===== src/hw/rtl/polygon_star_vertex_generator_macros.svh =====
// assertion macros for the polygon and star vertex generator
`ifndef POLYGON_STAR_VERTEX_GENERATOR_MACROS_SVH
`define POLYGON_STAR_VERTEX_GENERATOR_MACROS_SVH
`ifndef SYNTH
// condition implies a consequence in the same cycle
`define PSV_ASSERT_IMP(lbl, ante, cons) \
  lbl: assert property (@(posedge clk_i) disable iff (!rst_ni) (ante) |-> (cons)) \
    else $error("psv assertion failed");
// condition implies a consequence in the next cycle
`define PSV_ASSERT_NXT(lbl, ante, cons) \
  lbl: assert property (@(posedge clk_i) disable iff (!rst_ni) (ante) |=> (cons)) \
    else $error("psv assertion failed");
`else
`define PSV_ASSERT_IMP(lbl, ante, cons)
`define PSV_ASSERT_NXT(lbl, ante, cons)
`endif
`endif


===== src/hw/rtl/psv_pkg.sv =====
// shared types, constants and tables of the polygon and star vertex generator
package psv_pkg;

  localparam int unsigned CoordW = 24;
  localparam int unsigned RadW   = 25;
  localparam int unsigned AngW   = 24;
  localparam int unsigned ZW     = 26;
  localparam int unsigned VecW   = 37;
  localparam int unsigned RotW   = 36;
  localparam int unsigned MW     = 6;
  localparam int unsigned SideW  = 5;
  localparam int unsigned CfgW   = 16;
  localparam int unsigned StepW  = 5;
  localparam int unsigned MaxStep = 24;

  localparam logic [15:0] InvGain  = 16'd39797;
  localparam logic [15:0] RatioMin = 16'd3277;
  localparam logic [15:0] RatioMax = 16'd62259;
  localparam logic [SideW-1:0] SideMin = 5'd3;

  localparam logic signed [ZW-1:0] HalfTurn    = 26'sd8388608;
  localparam logic signed [ZW-1:0] QuarterTurn = 26'sd4194304;

  typedef enum logic [1:0] {
    CFG_SIDE_COUNT  = 2'd0,
    CFG_STAR_MODE   = 2'd1,
    CFG_INNER_RATIO = 2'd2,
    CFG_MIN_RADIUS  = 2'd3
  } cfg_idx_e;

  typedef enum logic [2:0] {
    F_IDLE, F_VEC, F_MLO, F_MHI, F_FIN
  } front_state_e;

  typedef enum logic [2:0] {
    B_IDLE, B_DIV, B_SETUP, B_ROT, B_EMIT, B_CLOSE, B_REJ
  } back_state_e;

  // one classified shape handed from front to back
  typedef struct packed {
    logic                     rejected;
    logic                     star;
    logic [MW-1:0]            m;
    logic signed [CoordW-1:0] cx;
    logic signed [CoordW-1:0] cy;
    logic [AngW-1:0]          start;
    logic [RadW-1:0]          outer;
    logic [RadW-1:0]          inner;
  } job_t;

  // atan(2^-i) in 2^-24 turns
  function automatic logic [AngW-1:0] atan_turn(input logic [StepW-1:0] i);
    logic [AngW-1:0] v;
    case (i)
      5'd0:  v = 24'd2097152;
      5'd1:  v = 24'd1238021;
      5'd2:  v = 24'd654136;
      5'd3:  v = 24'd332050;
      5'd4:  v = 24'd166669;
      5'd5:  v = 24'd83416;
      5'd6:  v = 24'd41718;
      5'd7:  v = 24'd20860;
      5'd8:  v = 24'd10430;
      5'd9:  v = 24'd5215;
      5'd10: v = 24'd2608;
      5'd11: v = 24'd1304;
      5'd12: v = 24'd652;
      5'd13: v = 24'd326;
      5'd14: v = 24'd163;
      5'd15: v = 24'd81;
      5'd16: v = 24'd41;
      5'd17: v = 24'd20;
      5'd18: v = 24'd10;
      5'd19: v = 24'd5;
      5'd20: v = 24'd3;
      5'd21: v = 24'd1;
      5'd22: v = 24'd1;
      default: v = 24'd0;
    endcase
    return v;
  endfunction

  // clamp a 29-bit sum to the coordinate range
  function automatic logic signed [CoordW-1:0] sat24(input logic signed [28:0] v);
    logic signed [CoordW-1:0] r;
    if (v > 29'sd8388607) begin
      r = 24'sh7FFFFF;
    end else if (v < -29'sd8388608) begin
      r = 24'sh800000;
    end else begin
      r = v[CoordW-1:0];
    end
    return r;
  endfunction

endpackage


===== src/hw/rtl/psv_queue.sv =====
// two-entry job queue between the front and the back
module psv_queue (
  input  logic          clk_i,
  input  logic          rst_ni,
  input  logic          push_i,
  input  psv_pkg::job_t push_data_i,
  output logic          full_o,
  input  logic          pop_i,
  output psv_pkg::job_t pop_data_o,
  output logic          empty_o
);
  import psv_pkg::*;

  job_t       mem_q [2];
  logic       wr_ptr_q, rd_ptr_q;
  logic [1:0] cnt_q;

  assign full_o     = cnt_q == 2'd2;
  assign empty_o    = cnt_q == 2'd0;
  assign pop_data_o = mem_q[rd_ptr_q];

  // storage
  always_ff @(posedge clk_i) begin
    if (push_i) begin
      mem_q[wr_ptr_q] <= push_data_i;
    end
  end

  // pointers and fill count
  always_ff @(posedge clk_i or negedge rst_ni) begin
    if (!rst_ni) begin
      wr_ptr_q <= 1'b0;
      rd_ptr_q <= 1'b0;
      cnt_q    <= 2'd0;
    end else begin
      if (push_i) wr_ptr_q <= ~wr_ptr_q;
      if (pop_i)  rd_ptr_q <= ~rd_ptr_q;
      if (push_i && !pop_i) begin
        cnt_q <= cnt_q + 2'd1;
      end else if (pop_i && !push_i) begin
        cnt_q <= cnt_q - 2'd1;
      end
    end
  end

endmodule


===== config.mk =====
export PLATFORM = sky130hd
export DESIGN_NAME = psv_queue
export DESIGN_NICKNAME = d
export VERILOG_FILES = /design/src/hw/rtl/polygon_star_vertex_generator_macros.svh /design/src/hw/rtl/psv_pkg.sv /design/src/hw/rtl/psv_queue.sv
export SDC_FILE = /design/constraint.sdc
export NUM_CORES = 1
export LEC_CHECK = 0
export ABC_AREA = 1
export BUFFER_PORTS_ARGS = -buffer_cell sky130_fd_sc_hd__buf_2
export CORE_UTILIZATION = 40
export CTS_BUF_LIST = sky130_fd_sc_hd__clkbuf_4 sky130_fd_sc_hd__clkbuf_8 sky130_fd_sc_hd__clkbuf_16
export CTS_CLUSTER_SIZE = 20
export DETAILED_ROUTE_END_ITERATION = 12
export GPL_ROUTABILITY_DRIVEN = 0
export HOLD_SLACK_MARGIN = 0.02
export PLACE_DENSITY = 0.71
export SLEW_MARGIN = 20
export SYNTH_ARGS = -nofsm -noshare
export SYNTH_HDL_FRONTEND = slang
export SYNTH_SLANG_ARGS = --single-unit

===== constraint.sdc =====
create_clock -name clk_i -period 10.1 [get_ports clk_i]
set_input_delay 1.01 -clock clk_i [delete_from_list [all_inputs] [get_ports clk_i]]
set_output_delay 1.01 -clock clk_i [all_outputs]
set_load 0.02 [all_outputs]

# --- Yosys cells after proc, flatten, opt, wreduce, memory -nomap -nowiden ---
# Memories as Yosys holds them, arrays and structs flattened.
# Index checks and enable logic that the tools add are counted.
classes:
  n_addsub: 2
  eq_ne: 1
  muxes: 4
  bitwise: 2
  reduce_logical: 6
ops:
  columns: ["cell", "count"]
  rows:
  - ["$mux W2", 2]
  - ["$add A2 B1 Y2 const B", 1]
  - ["$eq A2 B2 Y1 const B", 1]
  - ["$logic_and A1 B1 Y1", 2]
  - ["$logic_not A1 Y1", 2]
  - ["$logic_not A2 Y1", 1]
  - ["$mux W1", 2]
  - ["$not A1 Y1", 2]
  - ["$reduce_bool A2 Y1", 1]
  - ["$sub A2 B1 Y2 const B", 1]
word_totals:
  regBits: 4
  ramBits: 260
  in_bits: 134
  output_inout_bits: 132
  memories: 1
mem_list:
  columns: ["memory", "words", "word_bits", "read_ports", "rd_clocked_by_memory_dff", "wr", "line", "text"]
  rows:
  - ["mem_q", 2, 130, 1, 0, 1, "psv_queue.sv:14", "job_t mem_q [2];"]

# --- Logic depth before layout (Yosys ltp) ---
logic_depth:
  ltp_word: 4
  depth_mapped: 7
  depth_no_buf: 7

# --- Worst setup path after synthesis ---
# No wires, ideal clock.
synth_path:
  path_type: "input port to flip-flop"
  start: "input push_i"
  end: "memory mem_q[0][0] (netlist name), enable pin"
  setup_time_ns: 0.624
  t_arrival_ns: 6.487
  required_ns: 9.476
  slack_ns: 2.988
  cell_stages: 2
  n_path_buf: 0
  path_cell_list: "inv_1 > nor2_1"
synth_via:
  elab_chain_cells: 2
synth_rtl:
  columns: ["item", "line", "text"]
  rows:
  - ["start: declaration", "psv_queue.sv:5", "input logic push_i,"]
  - ["$mux W1", "psv_queue.sv:24", "if (push_i) begin"]
  - ["$mux W1 (not written as such)", "psv_queue.sv:25", "mem_q[wr_ptr_q] <= push_data_i;"]
  - ["end: declaration", "psv_queue.sv:14", null]
# Every way passes these cells.

==> impl_metrics.env <==
export IMPL_vdd_ir_drop_max_mv=0.172
export IMPL_num_vias=4905
export IMPL_initial_core_util=0.408
export IMPL_final_nets=850
export IMPL_syn_mean_instance_area_um2=23.2
export IMPL_powerDensity_nw_per_um2=301
export IMPL_drc_errors=0
export IMPL_p_sw_uw=1150
export IMPL_overflow=0
export IMPL_worst_pin_slew_ns=0.995
export IMPL_clk_latency_ns=0.52
export IMPL_numCtsBuffers=28
export IMPL_core_um2=24400
export IMPL_p_int_uw=2630
export IMPL_grt_total_usage=0.138
export IMPL_placed_area_um2=11600
export IMPL_drv_slew=0
export IMPL_grt_pass1_vias=5012
export IMPL_crit_type="register to output port"
export IMPL_rows=57
export IMPL_cap_viol_max_count=0
export IMPL_synth_area_top_cells="edfxtp_1 78%, mux2_4 14%, mux2_2 4.5%"
export IMPL_ant_nets=0
export IMPL_num_fill_cells=2006
export IMPL_combPwrFrac=0.319
export IMPL_yosysWarnings=0
export IMPL_switching_share=0.304
export IMPL_placedCellCount=1009
export IMPL_cts_tree="yes"
export IMPL_dp_hpwl_mm=12.0
export IMPL_rsz0062_at_grt="no"
export IMPL_syn_nets=565
export IMPL_hold_class="input pin to async pin"
export IMPL_ctsResizeCount=0
export IMPL_syn_area_um2=9960
export IMPL_status="completed"
export IMPL_design_area_um2=12600
export IMPL_clock_tree_buffer_depth=3
export IMPL_numClockSinks=264
export IMPL_port_buffers=265
export IMPL_clock_skew_ns=0.0103
export IMPL_ctsHoldBuffers=0
export IMPL_ys_types=15
export IMPL_drt_pass1_iter_count=4
export IMPL_areaGrowthSynthToFinish_pct=26.1
export IMPL_ys_ff_latch=264
export IMPL_antenna_found_initial=4
export IMPL_syn_inst=430
export IMPL_finalCriticalPeriod_ns=3.59
export IMPL_yosysSeqAreaShare=0.794
export IMPL_wl_mm=18.2
export IMPL_yosysTopAreaCellShare=0.784
export IMPL_post_place_ws_ns=7.00
export IMPL_die_w_um=160
export IMPL_clkTransAtPathRegs_ns=0.06
export IMPL_stdcell_count=1061
export IMPL_cp_arrival_ns=2.58
export IMPL_setup_violations=0
export IMPL_synth_mux_area_fraction=0.181
export IMPL_grt_pass1_wl_mm=27.1
export IMPL_htreeDepth=1
export IMPL_io_pins=266
export IMPL_die_h_um=160
export IMPL_timing_final_crit_share=0.356
export IMPL_post_cts_setup_buffer_count=0
export IMPL_yosys_area_share_simple=0.00414
export IMPL_synth_top_family_by_area="multiplexers"
export IMPL_clkPwrFrac=0.276
export IMPL_synth_compound_area_frac=0
export IMPL_dieArea_um2=25500
export IMPL_crit_fanout=53
export IMPL_vias_per_cell=4.62
export IMPL_crit_path_start_kind="register"
export IMPL_grt_max_degree=73
export IMPL_synth_top_cell_by_area="edfxtp_1"
export IMPL_post_route_util=0.515
export IMPL_root_buffer="clkbuf_16"
export IMPL_setup_ws_ns=6.51
export IMPL_cp_end_kind="output port"
export IMPL_seqPwrFrac=0.404
export IMPL_synth_xor_area_frac=0.00264
export IMPL_layout_drive_gt1_share=0.608
export IMPL_first_iter_violations=219
export IMPL_setup_tns_ns=0
export IMPL_hold_violations=0
export IMPL_wl_per_cell_um=17.2
export IMPL_fmax_ghz=0.278
export IMPL_synthAdderAreaFrac=0.00126
export IMPL_crit_required_ns=9.09
export IMPL_maxSlewHeadroom=0.337
export IMPL_power_leakage_uw=0.00501
cell type report:
cell class | count | area [µm²] | share of cell area
diodes | 2 | 5.00 | 0.000398
clock buffers | 31 | 741 | 0.0590
clock inverters | 19 | 216 | 0.0172
inverters | 7 | 31.3 | 0.00249
multi-input cells | 144 | 1890 | 0.150
flip-flops and latches | 264 | 7910 | 0.630
well taps | 324 | 405 | 0.0323
repair buffers | 270 | 1360 | 0.109
power groups by stage:
stage / Sequential (µW) / Clock, µW / Combinational, µW
floorplan: 1550 / 0 / 932
global placement: 1540 / 0 / 1220
detailed placement: 1550 / 0 / 1220
CTS: 1530 / 1070 / 1230
global route: 1550 / 1110 / 1280
finish: 1530 / 1040 / 1210
stage by stage:
stage / power (µW) / hold slack [ns]
after floorplan: 2480 / 0.463
after global placement: 2760 / 0.477
after detailed placement: 2780 / 0.492
after CTS: 3830 / 0.251
after global routing: 3930 / 0.256
final: 3780 / 0.282
kinds of logic (layout without fill, tap and decap cells):
family                     count (synthesis)  after routing
other                                      0              2
muxes                                    130            130
xor gates and xnor gates                   3              3
and+or+nand+nor                           10             10
buffers and inverters                     22            327
adders and majority gates                  1              1
DFF                                      264            264
synth_stat cells:
cell,count
mux2_4,90
nor2_1,3
mux2_2,40
xnor2_1,1
buf_6,10
dfrtp_1,4
ha_1,1
nand3_1,1
edfxtp_1,260
xor2_1,2
nand2_1,5
inv_1,7
buf_8,1
buf_2,4
nand4_1,1
worst max-delay path, cell delays in order, from the launching register on:
cell and delay, ns:
dfrtp_4 0.63, buf_4 0.79, mux2_2 0.42, buf_2 0.16
sequential cells by signal (all words and copies together), names as in the netlist:
signal,cells
wr_ptr_q,1
mem_q,260
cnt_q,2
rd_ptr_q,1
metal layers:
layer | share of wire | track usage
met1 | 0.39 | 0.165
met2 | 0.50 | 0.237
met3 | 0.083 | 0.0405
met4 | 0.024 | 0.0468
met5 | 0.0015 | 0
cell usage in the layout (no fill, tap or decap), drive strengths merged:
cell type / Yosys / final
nand2: 5 / 5
edfxtp: 260 / 260
nor2: 3 / 3
mux2: 130 / 130
xnor2: 1 / 1
clkinv: 0 / 14
clkbuf: 0 / 31
bufinv: 0 / 5
diode: 0 / 2
inv: 7 / 7
dfrtp: 4 / 4
buf: 15 / 270
nand3: 1 / 1
xor2: 2 / 2
ha: 1 / 1
nand4: 1 / 1
path summary, 6_finish.rpt:
check	from	to	slack [ns]	depth (start not counted)
worst max-delay path	rd_ptr_q	pop_data_o[122]	6.51	3
worst min-delay path	rst_ni	wr_ptr_q	0.28	1
worst max register to register	wr_ptr_q	mem_q[0][28]	7.78	2
worst min register to register	cnt_q[1]	cnt_q[1]	0.50	2
max in group asynchronous	rst_ni	rd_ptr_q	9.68	1
min in group clk_i	cnt_q[1]	cnt_q[1]	0.50	2
Power figures use the tool's default switching activity.
