--- config.mk ---
export PLATFORM = sky130hd
export DESIGN_NAME = psv_front
export DESIGN_NICKNAME = d
export VERILOG_FILES = /design/src/hw/rtl/polygon_star_vertex_generator_macros.svh /design/src/hw/rtl/psv_pkg.sv /design/src/hw/rtl/psv_front.sv
export SDC_FILE = /design/constraint.sdc
export NUM_CORES = 2
export LEC_CHECK = 0
export ABC_CLOCK_PERIOD_IN_PS = 11800
export BUFFER_PORTS_ARGS = -buffer_cell sky130_fd_sc_hd__buf_2
export CELL_PAD_IN_SITES_DETAIL_PLACEMENT = 0
export CELL_PAD_IN_SITES_GLOBAL_PLACEMENT = 1
export CORE_ASPECT_RATIO = 1.1
export CORE_MARGIN = 2
export CORE_UTILIZATION = 25
export CTS_CLUSTER_SIZE = 30
export DETAILED_ROUTE_END_ITERATION = 16
export HOLD_SLACK_MARGIN = 0.12
export PLACE_DENSITY = 0.56
export SLEW_MARGIN = 5
export SYNTH_ARGS = -nofsm -noshare
export SYNTH_HDL_FRONTEND = slang
export SYNTH_SLANG_ARGS = --single-unit
--- constraint.sdc ---
create_clock -name clk_i -period 11.8 [get_ports clk_i]
set_input_delay 1.77 -clock clk_i [delete_from_list [all_inputs] [get_ports clk_i]]
set_output_delay 1.77 -clock clk_i [all_outputs]
set_load 0.005 [all_outputs]
--- src/hw/rtl/polygon_star_vertex_generator_macros.svh ---
// assertion macros for the polygon and star vertex generator
`ifndef POLYGON_STAR_VERTEX_GENERATOR_MACROS_SVH
`define POLYGON_STAR_VERTEX_GENERATOR_MACROS_SVH
`ifndef SYNTH
// condition implies a consequence in the same cycle
`define PSV_ASSERT_IMP(lbl, ante, cons) \
  lbl: assert property (@(posedge clk_i) disable iff (!rst_ni) (ante) |-> (cons)) \
    else $error("psv assertion failed");
// condition implies a consequence in the next cycle
`define PSV_ASSERT_NXT(lbl, ante, cons) \
  lbl: assert property (@(posedge clk_i) disable iff (!rst_ni) (ante) |=> (cons)) \
    else $error("psv assertion failed");
`else
`define PSV_ASSERT_IMP(lbl, ante, cons)
`define PSV_ASSERT_NXT(lbl, ante, cons)
`endif
`endif

--- src/hw/rtl/psv_pkg.sv ---
// shared types, constants and tables of the polygon and star vertex generator
package psv_pkg;

  localparam int unsigned CoordW = 24;
  localparam int unsigned RadW   = 25;
  localparam int unsigned AngW   = 24;
  localparam int unsigned ZW     = 26;
  localparam int unsigned VecW   = 37;
  localparam int unsigned RotW   = 36;
  localparam int unsigned MW     = 6;
  localparam int unsigned SideW  = 5;
  localparam int unsigned CfgW   = 16;
  localparam int unsigned StepW  = 5;
  localparam int unsigned MaxStep = 24;

  localparam logic [15:0] InvGain  = 16'd39797;
  localparam logic [15:0] RatioMin = 16'd3277;
  localparam logic [15:0] RatioMax = 16'd62259;
  localparam logic [SideW-1:0] SideMin = 5'd3;

  localparam logic signed [ZW-1:0] HalfTurn    = 26'sd8388608;
  localparam logic signed [ZW-1:0] QuarterTurn = 26'sd4194304;

  typedef enum logic [1:0] {
    CFG_SIDE_COUNT  = 2'd0,
    CFG_STAR_MODE   = 2'd1,
    CFG_INNER_RATIO = 2'd2,
    CFG_MIN_RADIUS  = 2'd3
  } cfg_idx_e;

  typedef enum logic [2:0] {
    F_IDLE, F_VEC, F_MLO, F_MHI, F_FIN
  } front_state_e;

  typedef enum logic [2:0] {
    B_IDLE, B_DIV, B_SETUP, B_ROT, B_EMIT, B_CLOSE, B_REJ
  } back_state_e;

  // one classified shape handed from front to back
  typedef struct packed {
    logic                     rejected;
    logic                     star;
    logic [MW-1:0]            m;
    logic signed [CoordW-1:0] cx;
    logic signed [CoordW-1:0] cy;
    logic [AngW-1:0]          start;
    logic [RadW-1:0]          outer;
    logic [RadW-1:0]          inner;
  } job_t;

  // atan(2^-i) in 2^-24 turns
  function automatic logic [AngW-1:0] atan_turn(input logic [StepW-1:0] i);
    logic [AngW-1:0] v;
    case (i)
      5'd0:  v = 24'd2097152;
      5'd1:  v = 24'd1238021;
      5'd2:  v = 24'd654136;
      5'd3:  v = 24'd332050;
      5'd4:  v = 24'd166669;
      5'd5:  v = 24'd83416;
      5'd6:  v = 24'd41718;
      5'd7:  v = 24'd20860;
      5'd8:  v = 24'd10430;
      5'd9:  v = 24'd5215;
      5'd10: v = 24'd2608;
      5'd11: v = 24'd1304;
      5'd12: v = 24'd652;
      5'd13: v = 24'd326;
      5'd14: v = 24'd163;
      5'd15: v = 24'd81;
      5'd16: v = 24'd41;
      5'd17: v = 24'd20;
      5'd18: v = 24'd10;
      5'd19: v = 24'd5;
      5'd20: v = 24'd3;
      5'd21: v = 24'd1;
      5'd22: v = 24'd1;
      default: v = 24'd0;
    endcase
    return v;
  endfunction

  // clamp a 29-bit sum to the coordinate range
  function automatic logic signed [CoordW-1:0] sat24(input logic signed [28:0] v);
    logic signed [CoordW-1:0] r;
    if (v > 29'sd8388607) begin
      r = 24'sh7FFFFF;
    end else if (v < -29'sd8388608) begin
      r = 24'sh800000;
    end else begin
      r = v[CoordW-1:0];
    end
    return r;
  endfunction

endpackage

--- src/hw/rtl/psv_front.sv ---
// front end: accepts a drag, measures radius and start angle, classifies it
module psv_front #(
  parameter int unsigned CORDIC_STEPS = 20
) (
  input  logic                             clk_i,
  input  logic                             rst_ni,
  input  logic                             in_valid_i,
  output logic                             in_stall_o,
  input  logic signed [psv_pkg::CoordW-1:0] centre_x_i,
  input  logic signed [psv_pkg::CoordW-1:0] centre_y_i,
  input  logic signed [psv_pkg::CoordW-1:0] drag_x_i,
  input  logic signed [psv_pkg::CoordW-1:0] drag_y_i,
  input  logic [psv_pkg::SideW-1:0]        side_count_i,
  input  logic                             star_mode_i,
  input  logic [15:0]                      inner_ratio_i,
  input  logic [15:0]                      min_radius_i,
  output logic                             push_o,
  output psv_pkg::job_t                    job_o,
  input  logic                             full_i
);
  import psv_pkg::*;

  localparam int unsigned NStep = (CORDIC_STEPS > MaxStep) ? MaxStep : CORDIC_STEPS;
  localparam logic [StepW-1:0] LastStep = StepW'(NStep - 1);

  front_state_e             state_q, state_d;
  logic signed [CoordW-1:0] cx_q, cy_q;
  logic signed [VecW-1:0]   x_q, y_q;
  logic signed [ZW-1:0]     z_q;
  logic [StepW-1:0]         i_q;
  logic [53:0]              acc_q;
  logic [RadW-1:0]          outer_q;

  logic signed [24:0]     dx, dy;
  logic signed [VecW-1:0] x_init, y_init, xs, ys;
  logic signed [ZW-1:0]   at;
  logic [54:0]            rad_sum;
  logic [RadW-1:0]        outer_d;
  logic [41:0]            inner_full;
  logic                   accept;

  assign accept = in_valid_i && (state_q == F_IDLE);
  assign in_stall_o = state_q != F_IDLE;

  // drag vector scaled to the guard format
  assign dx = {drag_x_i[23], drag_x_i} - {centre_x_i[23], centre_x_i};
  assign dy = {drag_y_i[23], drag_y_i} - {centre_y_i[23], centre_y_i};
  assign x_init = $signed({{4{dx[24]}}, dx, 8'b0});
  assign y_init = $signed({{4{dy[24]}}, dy, 8'b0});

  // one vectoring step
  assign xs = x_q >>> i_q;
  assign ys = y_q >>> i_q;
  assign at = $signed({2'b00, atan_turn(i_q)});

  // radius scale by 1/K over two partial products
  assign rad_sum = {1'b0, acc_q} + {1'b0, 54'(x_q[35:18] * InvGain) << 18}
                 + 55'd8388608;
  assign outer_d = (rad_sum[54:24] > 31'h1FFFFFF) ? '1 : rad_sum[48:24];
  assign inner_full = 42'(outer_q * inner_ratio_i) + 42'd32768;

  // job leaving for the back
  always_comb begin
    job_o.rejected = outer_q < {9'd0, min_radius_i};
    job_o.star     = star_mode_i;
    job_o.m        = star_mode_i ? {side_count_i, 1'b0} : {1'b0, side_count_i};
    job_o.cx       = cx_q;
    job_o.cy       = cy_q;
    job_o.start    = z_q[AngW-1:0];
    job_o.outer    = outer_q;
    job_o.inner    = inner_full[40:16];
  end
  assign push_o = (state_q == F_FIN) && !full_i;

  // state sequence
  always_comb begin
    state_d = state_q;
    case (state_q)
      F_IDLE: if (accept) state_d = F_VEC;
      F_VEC:  if (i_q == LastStep) state_d = F_MLO;
      F_MLO:  state_d = F_MHI;
      F_MHI:  state_d = F_FIN;
      F_FIN:  if (!full_i) state_d = F_IDLE;
      default: state_d = F_IDLE;
    endcase
  end

  always_ff @(posedge clk_i or negedge rst_ni) begin
    if (!rst_ni) begin
      state_q <= F_IDLE;
    end else begin
      state_q <= state_d;
    end
  end

  // vectoring datapath
  always_ff @(posedge clk_i) begin
    case (state_q)
      F_IDLE: begin
        cx_q <= centre_x_i;
        cy_q <= centre_y_i;
        i_q  <= '0;
        if (dx[24]) begin
          x_q <= -x_init;
          y_q <= -y_init;
          z_q <= HalfTurn;
        end else begin
          x_q <= x_init;
          y_q <= y_init;
          z_q <= '0;
        end
      end
      F_VEC: begin
        i_q <= i_q + 5'd1;
        if (!y_q[VecW-1]) begin
          x_q <= x_q + ys;
          y_q <= y_q - xs;
          z_q <= z_q + at;
        end else begin
          x_q <= x_q - ys;
          y_q <= y_q + xs;
          z_q <= z_q - at;
        end
      end
      F_MLO: acc_q <= 54'(x_q[17:0] * InvGain);
      F_MHI: outer_q <= outer_d;
      default: ;
    endcase
  end

endmodule

* Word-level counts from Yosys, hierarchy flattened
Memory sizes are Yosys's and may differ from the RTL's. A register that Yosys moved wholly into a read port is not among the register bits.
Index checks and enable logic that the tools add are counted.
** Storage, ports and cells
- Word-level logic and storage cells :: 62
- Flip-flop bits (word level) :: 215
- Memories :: 1
- ROM bits :: 704
** Operators by class
- Magnitude comparators :: 2
- Reductions and logical operators :: 7
- Multipliers :: 3
- Multiplexer cells :: 16
- Equal/unequal tests :: 8
- Add/sub/neg operators :: 14
- Shifts and indexed selects :: 2
** Memories
- (no name shown) :: words 32, width 22, rd ports 1, clocked after Yosys merged registers in 1, wr ports 0, line psv_pkg.sv:54 : case (i)
** Operators with widths (number)
- $mux 37 :: 4
- $pmux 37 s2 :: 2
- $add 37x37->37 :: 2
- $neg 33->37 :: 2
- $sshr 37x5->37 :: 2
- $sub 37x37->37 :: 2
- $mul 18x16->34 const B :: 2
- $add 53x24->54 const B :: 1
- $add 34x52->53 :: 1
- $pmux 26 s2 :: 1
- $sub 24x24->25 :: 2
- $add 41x16->41 const B :: 1
- $mul 25x16->41 :: 1
- $gt 30x25->1 const B :: 1
- $add 26x25->26 :: 1
- $mux 26 :: 1
- $sub 26x25->26 :: 1
- $lt 25x16->1 :: 1
- $mux 24 :: 1
- $pmux 3 s5 :: 1
- $pmux 5 s2 :: 1
- $mux 3 :: 3
- $eq 3x2->1 const B :: 2
- $mux 6 :: 1
- 12 further kinds :: 15

* Longest topological paths before layout
- Word-level depth :: 4
- Depth in mapped cells :: 31
- Depth with buffers taken out :: 29

* Least setup slack after synthesis
OpenSTA, ideal clock, no wires.
- Kind :: in2out
- Start point :: input inner_ratio_i[6]
- End point :: output job_o[24] (netlist bit)
- Stages on the path :: 25
- Data required time :: 10.030 ns
- Arrival time :: 8.360 ns
- Setup slack :: 1.670 ns
- Path through :: clkbuf_1 -> clkbuf_1 -> nand2_1 -> fa_1 -> inv_1 -> fa_1 -> inv_1 -> fa_1 -> inv_1 -> fa_1 -> inv_1 -> fa_1 -> inv_1 -> fa_1 -> ha_1 -> a21o_1 -> a311oi_1 -> a31oi_1 -> o31a_1 -> o21ai_0 -> o22ai_1 -> o41a_1 -> o31a_1 -> o41ai_1 -> xnor2_1
** RTL lines
- start: declaration :: line psv_front.sv:15 : input logic [15:0] inner_ratio_i,
- end: declaration :: line psv_front.sv:18 : output psv_pkg::job_t job_o,

==> flow_summary.toml <==
[run_status]
status = "completed"

[run]
cap_violations = 0

[detailed_routing]
wl_um = 141000
drt_iter0_markers = 1776
num_vias = 37800
wl_per_cell_um = 17.5
drt-pass1-iter-count = 5
postRouteAntennaNets = 0
remaining_drc_errors = 0
vias_per_cell = 4.69

[logic_synthesis]
synth_top_area_cell = "fa_1"
synth_area_um2 = 47600
syn_avg_cell_area_um2 = 9.00
ys_ff_latch = 217
synthTopCellsByArea = "fa_1 (24%), ha_1 (16%), edfxtp_1 (12%), inv_1 (6.8%), nand2_1 (4.2%)"
yosysUniqueCellTypes = 103
synthFlopType = "edfxtp_1"
synth_edf_count = 192
yosysTopAreaCellShare_pct = 23.6
synth_nets = 6584
ys_async_sr_fraction_pct = 1.38
syn_inst = 5292
ys_warn_count = 0
synth-seq-area-share_pct = 13.2

[sta]
period_minus_slack_ns = 10.99
slew_viol_final = 0
finalSetupViolCount = 0
fin_skew_ns = 0.0174
hold_violations = 0
worst_pin_slew_ns = 1.13
fin_crit_sh_pct = 93.1
worst_slack_ns = 0.811
relSlewSlack_pct = 24.4
rsz0062_at_grt = "no"
setup_tns_ns = 0
max_clock_freq_mhz = 91.0

[setup_path]
cp_top_family = "adder cells"
crit_required_ns = 10.03
crit_path_start_kind = "input port"
slowest_stage = "fa_1"
crit_path_max_fanout = 25
cpMostUsedCell = "fa_1"
path_cells = "buf_2 > nand2_1 > fa_1 > inv_1 > fa_1 > inv_1 > fa_1 > fa_1 > fa_1 > inv_1 > fa_1 > ha_1 > a21o_1 > a311oi_1 > a31oi_1 > o31a_1 > o21ai_0 > o22ai_1 > o41a_1 > o31a_1 > o41ai_1 > xnor2_1 > buf_2"
cp_num_buf_inv = 5
critPathArrivalTime_ns = 9.22
slowest_delay_ns = 0.58
worst-setup-path-type = "input port to output port"
critPathCaptureType = "output port"

[floorplanning]
die-area_um2 = 194000
rows = 168
die_h_um = 462
die_width_um = 420
core_um2 = 190000
start_util_pct = 25.1
io_pins = 270

[grt]
grt_max_degree = 66
antenna_found_initial = 3
grt_usage_pct = 14.5
overflow = 0
grt_pass1_wl_um = 224000
grt_pass1_vias = 39400

[layout]
fillers = 20600
areaGrowthSynthToFinish_pct = 11.1
final_nets = 6763
final_layout_size_suffix_gt1_share_pct = 9.97

[cts]
cts_tree = "done"
cts_setup_buffers = 0
ctsResizeCount = 0
clock_sinks = 217
h-tree-depth = 1
path_clk_slew_ns = 0.06
cts.path.max_buffers = 3
cts_made_buffers = 31
cts_root_buf = "clkbuf_16"
ctsHoldBuffers = 0
insertion_delay_ns = 0.62

[place]
gp_congestion = 0.852
place_ws_ns = 0.778
dpl.hpwl_um = 113000
numPortBuffers = 269

[hold_path]
worstHoldPathType = "flop to flop"
==> area by class of cell <==
cell class | instances | area (um2) | area share [%]
multi-input combinational | 4009 | 37200 | 70.3
sequential | 217 | 6280 | 11.9
inverter | 866 | 3250 | 6.15
tap | 2550 | 3190 | 6.03
timing repair buffer | 346 | 1920 | 3.64
clock buffer | 42 | 878 | 1.66
clock inverter | 15 | 189 | 0.357
antenna | 1 | 2.50 | 0.00473
==> metrics by stage <==
| step | hold slack, ns | cell area [um2] | cells | utilization [%] |
|---|---|---|---|---|
| after global placement | 0.551 | 51800 | 7988 | 27.3 |
| after CTS | 0.563 | 52900 | 8045 | 27.8 |
| after global routing | 0.580 | 52900 | 8046 | 27.8 |
| final | 0.557 | 52900 | 8046 | 27.8 |
| after detailed placement | 0.555 | 51800 | 7988 | 27.3 |
| after floorplan | 0.483 | 47600 | 5292 | - |
==> per-layer routing <==
layer	GRT usage, %	share of wire [%]	vias to the layer above
met5	0	0.0092	-
met4	3.84	2.9	2
met3	0.982	3.2	155
met2	25.7	49	760
met1	18.9	45	18600
li1	-	-	18300
==> worst register-to-register path, delay by kind of cell, from the launching register on <==
| kind | cells | cell delay (ns) |
|---|---|---|
| adder cells (fa/ha/maj) | 9 | 3.91 |
| AND/OR/NAND/NOR | 7 | 2.64 |
| AO/OA/AOI/OAI | 6 | 1.62 |
| buffers and inverters | 5 | 0.61 |
| flip-flops | 1 | 0.32 |
| XOR/XNOR | 1 | 0.19 |
==> sequential cells by signal (all words and copies together) (netlist names) <==
| name | flops |
|---|---|
| acc_q | 16 |
| at | 22 |
| cx_q | 24 |
| cy_q | 24 |
| i_q | 5 |
| outer_q | 25 |
| state_q | 3 |
| x_q | 37 |
| y_q | 37 |
| z_q | 24 |
==> placed cells by master, fill, tap and decap left out, types with 180 or more instances in the layout <==
master	synthesis	routed
inv_1	863	861
a21oi_1	290	290
xnor2_1	181	181
o21ai_0	180	180
nor2_1	309	308
buf_2	13	269
fa_1	561	561
nand2_1	527	526
edfxtp_1	192	192
ha_1	593	593
==> path summary, 6_finish.rpt <==
path                             startpoint     endpoint  cells after the start  slack [ns]
hold reg to reg                  state_q[2]   state_q[0]                      1        0.56
setup / recovery           inner_ratio_i[7]    job_o[24]                     23        0.81
max in group asynchronous            rst_ni   state_q[2]                      1       10.76
setup reg to reg                    x_q[23]  outer_q[13]                     28        2.33
min in group asynchronous            rst_ni   state_q[1]                      1        0.93
hold / removal                   state_q[2]   state_q[0]                      1        0.56
==> cell usage after synthesis (13+ instances only) <==
cell	n
xor2_1	115
clkbuf_1	145
a211oi_1	43
nand2_1	527
a21o_1	99
inv_1	863
o21bai_1	26
mux2i_1	52
buf_1	15
buf_6	15
nand4_1	21
or2_2	17
mux2_2	21
or3_1	32
edfxtp_1	192
buf_2	13
nor2_1	309
mux4_2	77
nand2b_1	26
mux4_1	16
fa_1	561
xnor2_1	181
dfxtp_1	22
and2_1	151
nor3_1	103
o31ai_1	25
nor4_1	16
nor2b_1	36
ha_1	593
a31oi_1	58
o211ai_1	32
a21oi_1	290
o21a_1	54
a211o_1	13
o21ai_0	180
and3_1	42
nand3_1	82
o22ai_1	19
==> cell families after synthesis <==
family	after synthesis	share of synthesized area [%]
simple gates	1415	14.0
fa+ha+maj	1154	39.1
buf+inv	1066	8.84
compound gates	975	13.1
xor+xnor	296	5.44
flops	217	13.2
mux	169	6.23
Power is left out: the tool's default activity adds up to more than one toggle a clock period on the data nets, which glitch-free logic cannot reach.
